`config.mk`:
```
export PLATFORM = sky130hd
export DESIGN_NAME = announcement_datagram_parser
export DESIGN_NICKNAME = d
export VERILOG_FILES = /design/src/rtl/core/adp_pkg.sv /design/src/rtl/core/adp_parser.sv /design/src/rtl/core/announcement_datagram_parser.sv
export SDC_FILE = /design/constraint.sdc
export NUM_CORES = 1
export LEC_CHECK = 0
export ABC_AREA = 1
export BUFFER_PORTS_ARGS = -buffer_cell sky130_fd_sc_hd__buf_2
export CORE_MARGIN = 5
export CORE_UTILIZATION = 50
export CTS_CLUSTER_DIAMETER = 60
export DETAILED_ROUTE_END_ITERATION = 16
export PLACE_DENSITY = 0.75
export SLEW_MARGIN = 20
export SYNTH_ARGS = -nofsm -noshare
export SYNTH_HDL_FRONTEND = slang
export SYNTH_SLANG_ARGS = --single-unit
```
`constraint.sdc`:
```
create_clock -name clk_i -period 12 [get_ports clk_i]
set_input_delay 2.4 -clock clk_i [delete_from_list [all_inputs] [get_ports clk_i]]
set_output_delay 2.4 -clock clk_i [all_outputs]
set_load 0.02 [all_outputs]
```
`src/rtl/core/adp_pkg.sv`:
```
// Shared types and constants for the announcement datagram parser.
`timescale 1ns / 1ps

package adp_pkg;

  // Default upper bound on the node id and address text lengths
  localparam int unsigned ADP_MAX_ID_BYTES = 63;

  // Bytes ahead of the node id: magic, version, lengths, spare, gen, seq, port
  localparam int unsigned FIXED_BYTES = 26;

  localparam logic [7:0] COUNT_MAX    = 8'hFF;
  localparam logic [7:0] VERSION_BYTE = 8'h01;
  localparam logic [7:0] CHAR_NUL     = 8'h00;
  localparam logic [7:0] CHAR_ZERO    = 8'h30;
  localparam logic [7:0] CHAR_NINE    = 8'h39;
  localparam logic [7:0] CHAR_DOT     = 8'h2E;

  // "ARD1"
  localparam logic [7:0] MAGIC [4] = '{8'h41, 8'h52, 8'h44, 8'h31};

  typedef enum logic [3:0] {
    REASON_OK       = 4'd0,
    REASON_SHORT    = 4'd1,
    REASON_MAGIC    = 4'd2,
    REASON_VERSION  = 4'd3,
    REASON_LENGTHS  = 4'd4,
    REASON_SIZE     = 4'd5,
    REASON_GEN      = 4'd6,
    REASON_SEQ      = 4'd7,
    REASON_ADDRESS  = 4'd8
  } reason_e;

  typedef struct packed {
    logic        is_verdict;
    logic [7:0]  id_byte;
    logic [5:0]  id_index;
    logic        accepted;
    reason_e     reason;
    logic [63:0] generation;
    logic [63:0] sequence_res;
    logic [15:0] rpc_port;
    logic [31:0] ipv4_address;
    logic [5:0]  id_length;
  } adp_result_t;

endpackage

```
`src/rtl/core/adp_parser.sv`:
```
// Per-datagram parse state and the per-word decode that produces a result.
`timescale 1ns / 1ps

module adp_parser #(
  parameter int unsigned MAX_ID_BYTES = adp_pkg::ADP_MAX_ID_BYTES
) (
  input  logic                clk_i,
  input  logic                rst_ni,
  input  logic                step_i,
  input  logic [7:0]          data_i,
  input  logic                last_i,
  output logic                res_valid_o,
  output adp_pkg::adp_result_t res_o
);
  import adp_pkg::*;

  localparam logic [7:0] MaxLen = 8'(MAX_ID_BYTES);
  localparam logic [7:0] Fixed8 = 8'(FIXED_BYTES);

  logic [7:0]  byte_count_q, byte_count_d;
  reason_e     header_err_q, header_err_d;
  logic [7:0]  node_len_q, node_len_d;
  logic [7:0]  addr_len_q, addr_len_d;
  logic [63:0] gen_q, gen_d;
  logic [63:0] seq_q, seq_d;
  logic [15:0] port_q, port_d;
  logic [7:0]  octet_val_q, octet_val_d;
  logic [1:0]  octet_dig_q, octet_dig_d;
  logic [2:0]  octet_num_q, octet_num_d;
  logic        addr_bad_q, addr_bad_d;
  logic        addr_end_q, addr_end_d;
  logic [31:0] addr_acc_q, addr_acc_d;

  logic [7:0]  pos;
  logic [8:0]  node_end;
  logic [9:0]  addr_end;
  logic [9:0]  total;
  logic [11:0] digit_val;
  logic [2:0]  octet_num_inc;
  logic        is_digit;
  logic        id_out;
  logic        addr_ok;
  logic [7:0]  count_new;
  reason_e     reason;

  assign pos           = byte_count_q;
  assign node_end      = 9'(FIXED_BYTES) + {1'b0, node_len_q};
  assign addr_end      = {1'b0, node_end} + {2'b00, addr_len_q};
  assign is_digit      = (data_i >= CHAR_ZERO) && (data_i <= CHAR_NINE);
  // value * 10 + digit, as shift-add
  assign digit_val     = {1'b0, octet_val_q, 3'b000} + {3'b000, octet_val_q, 1'b0}
                       + {8'h00, data_i[3:0]};
  assign octet_num_inc = octet_num_q + 3'd1;
  assign count_new     = (byte_count_q != COUNT_MAX) ? byte_count_q + 8'd1 : byte_count_q;

  // Next-state decode
  always_comb begin
    byte_count_d = count_new;
    header_err_d = header_err_q;
    node_len_d   = node_len_q;
    addr_len_d   = addr_len_q;
    gen_d        = gen_q;
    seq_d        = seq_q;
    port_d       = port_q;
    octet_val_d  = octet_val_q;
    octet_dig_d  = octet_dig_q;
    octet_num_d  = octet_num_q;
    addr_bad_d   = addr_bad_q;
    addr_end_d   = addr_end_q;
    addr_acc_d   = addr_acc_q;
    id_out       = 1'b0;

    if (pos < 8'd4) begin
      if (data_i != MAGIC[pos[1:0]] && header_err_q == REASON_OK) begin
        header_err_d = REASON_MAGIC;
      end
    end else if (pos == 8'd4) begin
      if (data_i != VERSION_BYTE && header_err_q == REASON_OK) begin
        header_err_d = REASON_VERSION;
      end
    end else if (pos == 8'd5 || pos == 8'd6) begin
      if (pos == 8'd5) begin
        node_len_d = data_i;
      end else begin
        addr_len_d = data_i;
      end
      if ((data_i == 8'd0 || data_i > MaxLen) && header_err_q == REASON_OK) begin
        header_err_d = REASON_LENGTHS;
      end
    end else if (pos >= 8'd8 && pos < 8'd16) begin
      gen_d = {gen_q[55:0], data_i};
    end else if (pos >= 8'd16 && pos < 8'd24) begin
      seq_d = {seq_q[55:0], data_i};
    end else if (pos >= 8'd24 && pos < Fixed8) begin
      port_d = {port_q[7:0], data_i};
    end else if (pos >= Fixed8 && pos != COUNT_MAX && header_err_q == REASON_OK) begin
      if ({1'b0, pos} < node_end) begin
        id_out = 1'b1;
      end else if ({2'b00, pos} < addr_end && !addr_bad_q && !addr_end_q) begin
        // address text character
        if (data_i == CHAR_NUL) begin
          addr_end_d = 1'b1;
        end else if (is_digit) begin
          if (octet_dig_q != 2'd0 && octet_val_q == 8'd0) begin
            addr_bad_d = 1'b1;            // leading zero
          end else if (digit_val > 12'd255) begin
            addr_bad_d = 1'b1;
          end else begin
            if (octet_dig_q == 2'd0) begin
              octet_num_d = octet_num_inc;
            end
            if (octet_dig_q == 2'd0 && octet_num_inc > 3'd4) begin
              addr_bad_d = 1'b1;          // fifth octet
            end else begin
              octet_val_d = digit_val[7:0];
              if (octet_dig_q != 2'd3) begin
                octet_dig_d = octet_dig_q + 2'd1;
              end
            end
          end
        end else if (data_i == CHAR_DOT) begin
          if (octet_dig_q == 2'd0 || octet_num_q >= 3'd4) begin
            addr_bad_d = 1'b1;
          end else begin
            addr_acc_d  = {addr_acc_q[23:0], octet_val_q};
            octet_val_d = 8'd0;
            octet_dig_d = 2'd0;
          end
        end else begin
          addr_bad_d = 1'b1;
        end
      end
    end
  end

  // Verdict, judged on the state as this word leaves it
  always_comb begin
    logic [9:0] count_ext;
    count_ext = {2'b00, count_new};
    total   = 10'(FIXED_BYTES) + {2'b00, node_len_d} + {2'b00, addr_len_d};
    addr_ok = !addr_bad_d && octet_num_d == 3'd4 && octet_dig_d != 2'd0;
    if (count_new < Fixed8) begin
      reason = REASON_SHORT;
    end else if (header_err_d != REASON_OK) begin
      reason = header_err_d;
    end else if (count_ext != total) begin
      reason = REASON_SIZE;
    end else if (gen_d == 64'd0) begin
      reason = REASON_GEN;
    end else if (seq_d == 64'd0) begin
      reason = REASON_SEQ;
    end else if (!addr_ok) begin
      reason = REASON_ADDRESS;
    end else begin
      reason = REASON_OK;
    end
  end

  // Result word
  always_comb begin
    res_o       = '0;
    res_valid_o = 1'b0;
    if (last_i) begin
      res_valid_o        = 1'b1;
      res_o.is_verdict   = 1'b1;
      res_o.accepted     = (reason == REASON_OK);
      res_o.reason       = reason;
      res_o.generation   = gen_d;
      res_o.sequence_res = seq_d;
      res_o.rpc_port     = port_d;
      res_o.ipv4_address = (reason == REASON_OK) ? {addr_acc_d[23:0], octet_val_d} : 32'd0;
      res_o.id_length    = node_len_d[5:0];
    end else if (id_out) begin
      res_valid_o    = 1'b1;
      res_o.id_byte  = data_i;
      res_o.id_index = 6'(pos - Fixed8);
    end
  end

  // The final byte of a datagram returns the parse state to its start
  always_ff @(posedge clk_i or negedge rst_ni) begin
    if (!rst_ni) begin
      byte_count_q <= '0;
      header_err_q <= REASON_OK;
      node_len_q   <= '0;
      addr_len_q   <= '0;
      gen_q        <= '0;
      seq_q        <= '0;
      port_q       <= '0;
      octet_val_q  <= '0;
      octet_dig_q  <= '0;
      octet_num_q  <= '0;
      addr_bad_q   <= 1'b0;
      addr_end_q   <= 1'b0;
      addr_acc_q   <= '0;
    end else if (step_i) begin
      if (last_i) begin
        byte_count_q <= '0;
        header_err_q <= REASON_OK;
        node_len_q   <= '0;
        addr_len_q   <= '0;
        gen_q        <= '0;
        seq_q        <= '0;
        port_q       <= '0;
        octet_val_q  <= '0;
        octet_dig_q  <= '0;
        octet_num_q  <= '0;
        addr_bad_q   <= 1'b0;
        addr_end_q   <= 1'b0;
        addr_acc_q   <= '0;
      end else begin
        byte_count_q <= byte_count_d;
        header_err_q <= header_err_d;
        node_len_q   <= node_len_d;
        addr_len_q   <= addr_len_d;
        gen_q        <= gen_d;
        seq_q        <= seq_d;
        port_q       <= port_d;
        octet_val_q  <= octet_val_d;
        octet_dig_q  <= octet_dig_d;
        octet_num_q  <= octet_num_d;
        addr_bad_q   <= addr_bad_d;
        addr_end_q   <= addr_end_d;
        addr_acc_q   <= addr_acc_d;
      end
    end
  end

  // A verdict leaves the parser clean for the next datagram
  a_clear_after_verdict: assert property (@(posedge clk_i) disable iff (!rst_ni)
    step_i && last_i |=> byte_count_q == 8'd0 && header_err_q == REASON_OK)
    else $error("parse state not cleared after verdict");

  a_count_steps: assert property (@(posedge clk_i) disable iff (!rst_ni)
    step_i && !last_i && byte_count_q != COUNT_MAX
    |=> byte_count_q == $past(byte_count_q) + 8'd1)
    else $error("byte count did not advance");

  a_id_needs_header: assert property (@(posedge clk_i) disable iff (!rst_ni)
    res_valid_o && !res_o.is_verdict |-> header_err_q == REASON_OK && pos >= Fixed8)
    else $error("id word out of a bad or short header");

endmodule

```
`src/rtl/core/announcement_datagram_parser.sv`:
```
// Top level of the announcement datagram parser: handshake stages around the parser.
`timescale 1ns / 1ps

// Usage
//   Input channel: one datagram byte per word (data_byte_i) with
//   end_of_datagram_i set on the final byte; in_valid_i / in_ready_o.
//   Output channel: out_valid_o / out_ready_i. Each node id byte comes out
//   as an id word (is_verdict_o = 0, id_byte_o, id_index_o) if the header
//   checks passed. The final byte yields one verdict word (is_verdict_o = 1)
//   carrying accepted_o, reject_reason_o, generation_o, sequence_res_o,
//   rpc_port_o, ipv4_address_o and id_length_o. Other bytes yield no word.
//   Stages: a byte taken into the input stage has its word, if any,
//   registered in the result stage (two register stages: input, result).
//   Throughput: one byte per cycle while output words are taken; all per-byte
//   decode is one pass of shift/compare/decimal-accumulate logic in adp_parser.
//   Stall: when the output word is not taken, the input stage still holds
//   one byte; in_ready_o drops only with both stages full and out_ready_i low.
//   Reset: both stages empty, parse state back to the start of a datagram.
//   Parse state also returns to the start after every verdict.

module announcement_datagram_parser #(
  parameter int unsigned MAX_ID_BYTES = adp_pkg::ADP_MAX_ID_BYTES
) (
  input  logic        clk_i,
  input  logic        rst_ni,
  input  logic        in_valid_i,
  output logic        in_ready_o,
  input  logic [7:0]  data_byte_i,
  input  logic        end_of_datagram_i,
  output logic        out_valid_o,
  input  logic        out_ready_i,
  output logic        is_verdict_o,
  output logic [7:0]  id_byte_o,
  output logic [5:0]  id_index_o,
  output logic        accepted_o,
  output logic [3:0]  reject_reason_o,
  output logic [63:0] generation_o,
  output logic [63:0] sequence_res_o,
  output logic [15:0] rpc_port_o,
  output logic [31:0] ipv4_address_o,
  output logic [5:0]  id_length_o
);
  import adp_pkg::*;

  // Input stage
  logic        in_valid_q;
  logic [7:0]  byte_q;
  logic        last_q;

  // Result stage
  logic        out_valid_q;
  adp_result_t out_q;

  adp_result_t res;
  logic        res_valid;
  logic        advance;   // result stage can take a new word this cycle
  logic        step;      // the held byte is decoded this cycle

  assign advance    = !out_valid_q || out_ready_i;
  assign step       = in_valid_q && advance;
  assign in_ready_o = !in_valid_q || advance;

  adp_parser #(
    .MAX_ID_BYTES(MAX_ID_BYTES)
  ) u_parser (
    .clk_i      (clk_i),
    .rst_ni     (rst_ni),
    .step_i     (step),
    .data_i     (byte_q),
    .last_i     (last_q),
    .res_valid_o(res_valid),
    .res_o      (res)
  );

  // Valid flags
  always_ff @(posedge clk_i or negedge rst_ni) begin
    if (!rst_ni) begin
      in_valid_q  <= 1'b0;
      out_valid_q <= 1'b0;
    end else begin
      if (in_ready_o) begin
        in_valid_q <= in_valid_i;
      end
      if (advance) begin
        out_valid_q <= in_valid_q && res_valid;
      end
    end
  end

  // Payload, no reset needed
  always_ff @(posedge clk_i) begin
    if (in_valid_i && in_ready_o) begin
      byte_q <= data_byte_i;
      last_q <= end_of_datagram_i;
    end
    if (step && res_valid) begin
      out_q <= res;
    end
  end

  assign out_valid_o     = out_valid_q;
  assign is_verdict_o    = out_q.is_verdict;
  assign id_byte_o       = out_q.id_byte;
  assign id_index_o      = out_q.id_index;
  assign accepted_o      = out_q.accepted;
  assign reject_reason_o = out_q.reason;
  assign generation_o    = out_q.generation;
  assign sequence_res_o  = out_q.sequence_res;
  assign rpc_port_o      = out_q.rpc_port;
  assign ipv4_address_o  = out_q.ipv4_address;
  assign id_length_o     = out_q.id_length;

  // A held byte waits in the input stage while the output stalls
  a_input_held: assert property (@(posedge clk_i) disable iff (!rst_ni)
    in_valid_q && !advance |=> in_valid_q && $stable(byte_q) && $stable(last_q))
    else $error("input stage lost a byte during stall");

  a_verdict_flag: assert property (@(posedge clk_i) disable iff (!rst_ni)
    out_valid_o && is_verdict_o |-> accepted_o == (reject_reason_o == REASON_OK))
    else $error("accepted flag disagrees with reason");

  a_id_word_clean: assert property (@(posedge clk_i) disable iff (!rst_ni)
    out_valid_o && !is_verdict_o
    |-> !accepted_o && reject_reason_o == REASON_OK && ipv4_address_o == 32'd0)
    else $error("id word carries verdict fields");

endmodule
```
# Word level (Yosys, flattened, before mapping)
# Cells that the tools add are included.
# W data, S select, Z words.
# word_totals
regBits	424
latch_bits	0
ram_bits	0
mem_bits_ro	0
in_bits	13
out_inout_bits	204
wordCells	268
mem_count	0
# op_classes
add_sub_neg	10
mul	0
n_div	0
n_lt_le_gt_ge	18
n_eq_ne	17
n_shift	0
muxes	149
bitwise	2
reduce_logical	45
# ops
cell	count
$mux W64	11
$mux W24	14
$mux W8	31
$logic_not A64 Y1	2
$mux W16	7
$mux W4	13
$mux W3	15
$mux W1	39
$mux W2	18
$lt A8 B5 Y1 const B	4
$eq A8 B3 Y1 const B	3
$ge A8 B5 Y1 const B	3
$logic_and A1 B1 Y1	19
$add A5 B8 Y9 const A	2
$bmux W8 S2	1
$logic_not A8 Y1	2
$ne A2 B2 Y1 const B	8
$add A11 B9 Y12	1
$add A12 B4 Y12	1
$gt A12 B8 Y1 const B	1
$reduce_and A11 Y1	1
$add A10 B8 Y10	1
$add A9 B8 Y10	1
$lt A8 B10 Y1	1
other kinds (28)	42

# Logic depth before layout (Yosys ltp)
# depth
depth_word	28
ltp_mapped	33
depth_no_buf	31

# Cells and area by module
# A second synthesis with hierarchy kept.
# hier_totals
cells_unflattened	2320
hier_area_um2	20782.4
# by_module_without_submodules
mod	n_inst	cells_per_inst	area_per_inst_um2	seq_area_each_um2
adp_parser	1	2094	14338.8	5280.1
announcement_datagram_parser	1	226	6443.7	6386.1

# Worst setup path after synthesis
# OpenSTA, ideal clock, no wires.
# synth_timing
kind	input port to flip-flop
from	in out_ready_i
to	reg out_q (netlist bit accepted_o) (enable)
setup_time_ns	0.770
arrival_ns	11.239
required_ns	11.230
setup_slack_ns	-0.009
stages	5
path_buffers	1
path_cell_list	inv_1 nand2_1 nand2_1 clkbuf_1 nor2_1
# synth_between
elab_chain_len	3
# synth_rtl
element	line_no	source
start, declared	announcement_datagram_parser.sv:31	input logic out_ready_i,
$logic_or A1 B1 Y1	announcement_datagram_parser.sv:59	assign advance = !out_valid_q || out_ready_i;
$logic_and A1 B1 Y1	announcement_datagram_parser.sv:60	assign step = in_valid_q && advance;
$logic_and A1 B1 Y1	announcement_datagram_parser.sv:96	if (step && res_valid) begin
end signal, assigned	announcement_datagram_parser.sv:97	out_q <= res;
end, declared	announcement_datagram_parser.sv:52	adp_result_t out_q;
# Every way passes these cells.
# A chain may end at the register's enable or synchronous reset.

# Final worst setup path
# layout_timing
from	reg u_parser.byte_count_q[3]
to	reg out_q (netlist bit ipv4_address_o[31]) (data pin)
# layout_between
elab_chain_len	23
elab_cells_between_ends	100
classes_between	add/sub (3); order compare (11); eq/ne (6); mux (63); reduce/logical (17)
# layout_rtl
element	line_no	source
start, declared	adp_parser.sv:20	logic [7:0] byte_count_q, byte_count_d;
start signal, assigned	adp_parser.sv:212	byte_count_q <= byte_count_d;
$lt A8 B10 Y1	adp_parser.sv:99	end else if ({2'b00, pos} < addr_end && !addr_bad_q && !addr_end_q) begin
$logic_and A1 B1 Y1 (2 in a row)	adp_parser.sv:99	
$mux W3 / $mux W1 (equally long branches)	adp_parser.sv:99	
$mux W3 / $mux W1 (equally long branches)	adp_parser.sv:97	if ({1'b0, pos} < node_end) begin
$mux W3 / $mux W1 (equally long branches)	adp_parser.sv:96	end else if (pos >= Fixed8 && pos != COUNT_MAX && header_err_q == REASON_OK) begin
$mux W3 / $mux W1 (equally long branches)	adp_parser.sv:94	end else if (pos >= 8'd24 && pos < Fixed8) begin
$mux W3 / $mux W1 (equally long branches)	adp_parser.sv:92	end else if (pos >= 8'd16 && pos < 8'd24) begin
$mux W3 / $mux W1 (equally long branches)	adp_parser.sv:90	end else if (pos >= 8'd8 && pos < 8'd16) begin
[6 not listed]	-	
$mux W4	adp_parser.sv:152	end else if (!addr_ok) begin
$mux W4	adp_parser.sv:150	end else if (seq_d == 64'd0) begin
$mux W4	adp_parser.sv:148	end else if (gen_d == 64'd0) begin
$mux W4	adp_parser.sv:146	end else if (count_ext != total) begin
$mux W4	adp_parser.sv:144	end else if (header_err_d != REASON_OK) begin
$mux W4	adp_parser.sv:142	if (count_new < Fixed8) begin
$logic_not A4 Y1	adp_parser.sv:171	res_o.ipv4_address = (reason == REASON_OK) ? {addr_acc_d[23:0], octet_val_d} : 32'd0;
$reduce_and A2 Y1 (no source line)	-	
# Parallel ways exist; a longest one is shown, timed or not.

==> results.py <==
metrics = {
    "power": {
        "p_leak_nw": 11.3,
        "power_frac_seq": 0.483,
        "pwr-share-comb": 0.116,
        "pwr-share-clk": 0.401,
        "swShare": 0.267,
        "max-vdd-ir-drop_mv": 0.106,
        "p_int_mw": 2.47,
        "power_density_mw_per_mm2": 140,
        "p_switching_mw": 0.898,
    },
    "placement": {
        "gp_congestion": 0.915,
        "portBuffers": 216,
        "dp_hpwl_um": 37600,
        "placed_cells": 3030,
    },
    "worst_hold_path": {
        "min_path_cells": 2,
        "min_path_type": "flop to flop",
        "min_from": "u_parser.port_q[15]$_DFFE_PN0P_",
        "hold_end": "u_parser.port_q[15]$_DFFE_PN0P_",
    },
    "yosys": {
        "syn_avg_cell_area_um2": 8.98,
        "synth.net_count": 2437,
        "synth.cell_area_mm2": 0.0212,
        "yosysTopAreaCell": "edfxtp_1",
        "synth_xor_xnor_area_share": 0.00866,
        "synth_top_area_share": 0.298,
        "synth_area_leaders": "edfxtp_1, dfrtp_1, nand2_1, inv_1, nor2_1",
        "synth-seq-cells": 424,
        "synth_fa_ha_area_frac": 0.0362,
        "synthMuxAreaShare": 0.0113,
        "synth_cells": 2365,
        "synth_cell_types": 45,
        "synth_top_family_by_area": "simple AND/OR/NAND/NOR gates",
        "yosys.area_share.simple": 0.195,
        "ys_seq_area_frac": 0.549,
        "synth-compound-area-share": 0.117,
        "ys_warn_count": 0,
    },
    "die": {
        "start_util": 0.506,
        "ios": 217,
        "coreArea_mm2": 0.0419,
        "dieArea_mm2": 0.0467,
        "fp.dieW_um": 216,
        "std_cell_rows": 75,
        "die_h_um": 216,
    },
    "setup_path": {
        "crit_type": "flop to flop",
        "timing.reg2reg.worst_path_depth": 27,
        "cp_slowest_cell": "dfrtp_1",
        "critPathLaunchType": "flop",
        "reg2reg_slack_ps": 6630,
        "required_ps": 12280,
        "crit_top_cell": "nand2_1",
        "cp_top_family": "simple AND/OR/NAND/NOR gates",
        "cp-end-kind": "flop",
        "r2r-end": "ipv4_address_o[31]$_SDFFCE_PN0P_",
        "path_buf_inv": 5,
        "reg2reg_from": "u_parser.byte_count_q[3]$_DFFE_PN0P_",
        "crit_arrival_ps": 5660,
        "cpPeakStageDelay_ps": 720,
        "path_max_fanout": 31,
    },
    "final_layout": {
        "finalNetCount": 2610,
        "layout_commonest_cell": "nand2_1",
        "drive_gt1_frac": 0.142,
        "n_fill_cell": 3586,
        "most-common-layout-cells": "nand2_1, inv_1, nor2_1",
        "stdcell_count": 3114,
        "syn2layout_area_growth_pct": 13.2,
    },
    "sta": {
        "grt_setup_unrepaired": "no",
        "worst-slew-pin-transition_ps": 1140,
        "max_freq_ghz": 0.186,
        "relSlewSlack": 0.240,
        "setup-violations-final": 0,
        "fin_setup_tns_ps": 0,
        "post-route-min-period_ps": 5370,
        "final-hold-violation-count": 0,
        "fin_crit_sh": 0.448,
        "skew_ps": 14.0,
        "maxSlewViolCount": 0,
    },
    "global_routing": {
        "grt_pass1_wl_um": 86700,
        "grt_pass1_vias": 16631,
        "track_usage": 0.226,
        "grt_max_degree": 113,
        "antenna_found_initial": 1,
        "overflow": 0,
    },
    "run_status": {
        "status": "finished, final reports clean",
    },
    "clock_tree": {
        "cts_resized": 0,
        "cts-hold-fix-buffers": 0,
        "clock_path_buffers": 3,
        "root_buffer": "clkbuf_16",
        "htreeDepth": 2,
        "cts_tree": "done",
        "clock_sinks": 424,
        "post-cts-setup-buffer-count": 0,
        "cts_buffers": 45,
        "clkSlewWorstSetupHoldPaths_ps": 60,
        "clkLatencyLatePin_ps": 570,
    },
    "detailed_routing": {
        "postRouteAntennaNets": 0,
        "route.detailed.drc": 0,
        "vias": 16879,
        "post_drt_via_cell_ratio": 5.42,
        "wl_um": 53900,
        "firstDrtPassIters": 6,
        "drt_iter0_markers": 1663,
        "wl_per_cell_um": 17.3,
    },
    "job": {
        "max-cap-violations": 0,
    },
}
-- power groups by stage --
stage	Clock, mW	Sequential [mW]	Combinational (mW)
global route	1.43	1.63	0.427
finish	1.35	1.63	0.390
global placement	0	1.65	0.383
detailed placement	0	1.65	0.389
floorplan	0	1.71	0.193
CTS	1.37	1.63	0.390
-- worst max-delay path by stage --
| stage | startpoint | to | slack, ps | depth (start not counted) |
|---|---|---|---|---|
| after floorplan | out_ready_i | accepted_o$_SDFFCE_PN0P_ | 3430 | 5 |
| after global placement | out_ready_i | u_parser.seq_q[1]$_DFFE_PN0P_ | 6320 | 9 |
| after detailed placement | out_ready_i | u_parser.seq_q[0]$_DFFE_PN0P_ | 6200 | 9 |
| after CTS | u_parser.byte_count_q[3]$_DFFE_PN0P_ | ipv4_address_o[31]$_SDFFCE_PN0P_ | 6670 | 27 |
| after global routing | u_parser.byte_count_q[3]$_DFFE_PN0P_ | ipv4_address_o[31]$_SDFFCE_PN0P_ | 6070 | 27 |
| final | u_parser.byte_count_q[3]$_DFFE_PN0P_ | ipv4_address_o[31]$_SDFFCE_PN0P_ | 6630 | 27 |
-- cell usage after synthesis --
cell	instances
a211oi_1	3
a21o_1	3
a21oi_1	28
a21oi_2	1
a22o_1	2
a22oi_1	1
a31oi_1	3
buf_2	14
buf_4	2
buf_6	11
buf_8	3
clkbuf_1	74
dfrtp_1	213
edfxtp_1	211
fa_1	4
ha_1	55
inv_1	321
inv_2	6
mux2i_1	24
nand2_1	511
nand2_2	5
nand2_4	1
nand3_1	69
nand3_2	4
nand3_4	1
nand3b_1	6
nand4_1	22
nor2_1	297
nor2_2	5
nor2_4	31
nor2_8	1
nor3_1	9
nor3_2	1
nor3b_1	1
nor4_1	1
o211ai_1	8
o21a_1	7
o21ai_0	174
o21ai_1	60
o21ai_2	6
o21ai_4	1
o22ai_1	142
or2_2	2
xnor2_1	4
xor2_1	17
-- final cells by class --
cell class	count	area (um2)	share of cell area
flip-flops and latches	424	11700	0.485
multi-input cells	1510	7830	0.326
clock buffers	59	1260	0.0524
inverters	327	1240	0.0515
repair buffers	230	1200	0.0500
well taps	539	674	0.0280
clock inverters	24	173	0.00718
diodes	1	2.50	0.000104
-- tightest hold or removal path, stage by stage, from the launching register on --
cell     delay (ps)
dfrtp_1         340
nand2_1          50
o21ai_0          60
-- state kept, by name, indices dropped and copies added (netlist names), 8 cells and up --
name	cells
generation_o	64
sequence_res_o	64
u_parser.gen_q	64
u_parser.seq_q	64
ipv4_address_o	32
u_parser.addr_acc_q	24
rpc_port_o	16
u_parser.port_q	16
byte_q	8
id_byte_o	8
u_parser.addr_len_q	8
u_parser.byte_count_q	8
u_parser.node_len_q	8
u_parser.octet_val_q	8
-- metrics by stage --
stage / setup slack [ps] / hold WS (ps) / area, um2 / utilization / power [mW]
floorplan: 3430 / 448 / 21200 / - / 1.91
global placement: 6320 / 461 / 22600 / 0.539 / 2.04
detailed placement: 6200 / 468 / 22600 / 0.539 / 2.04
CTS: 6670 / 483 / 24000 / 0.573 / 3.39
global route: 6070 / 499 / 24000 / 0.573 / 3.49
finish: 6630 / 481 / 24000 / 0.573 / 3.36
-- routing by layer --
metal,track usage,share of wire,up-vias
li1,-,-,8164
met1,0.304,0.42,7980
met2,0.378,0.48,643
met3,0.0412,0.070,92
met4,0.0685,0.027,0
met5,0,0,-
-- cells by family after synthesis --
family / after synthesis
DFF: 424
xor gates and xnor gates: 21
buffers and inverters: 431
adders and majority gates: 59
and+or+nand+nor: 967
muxes: 24
AOI/OAI and AO/OA: 439
No activity file was read; power rests on OpenSTA's default activity.
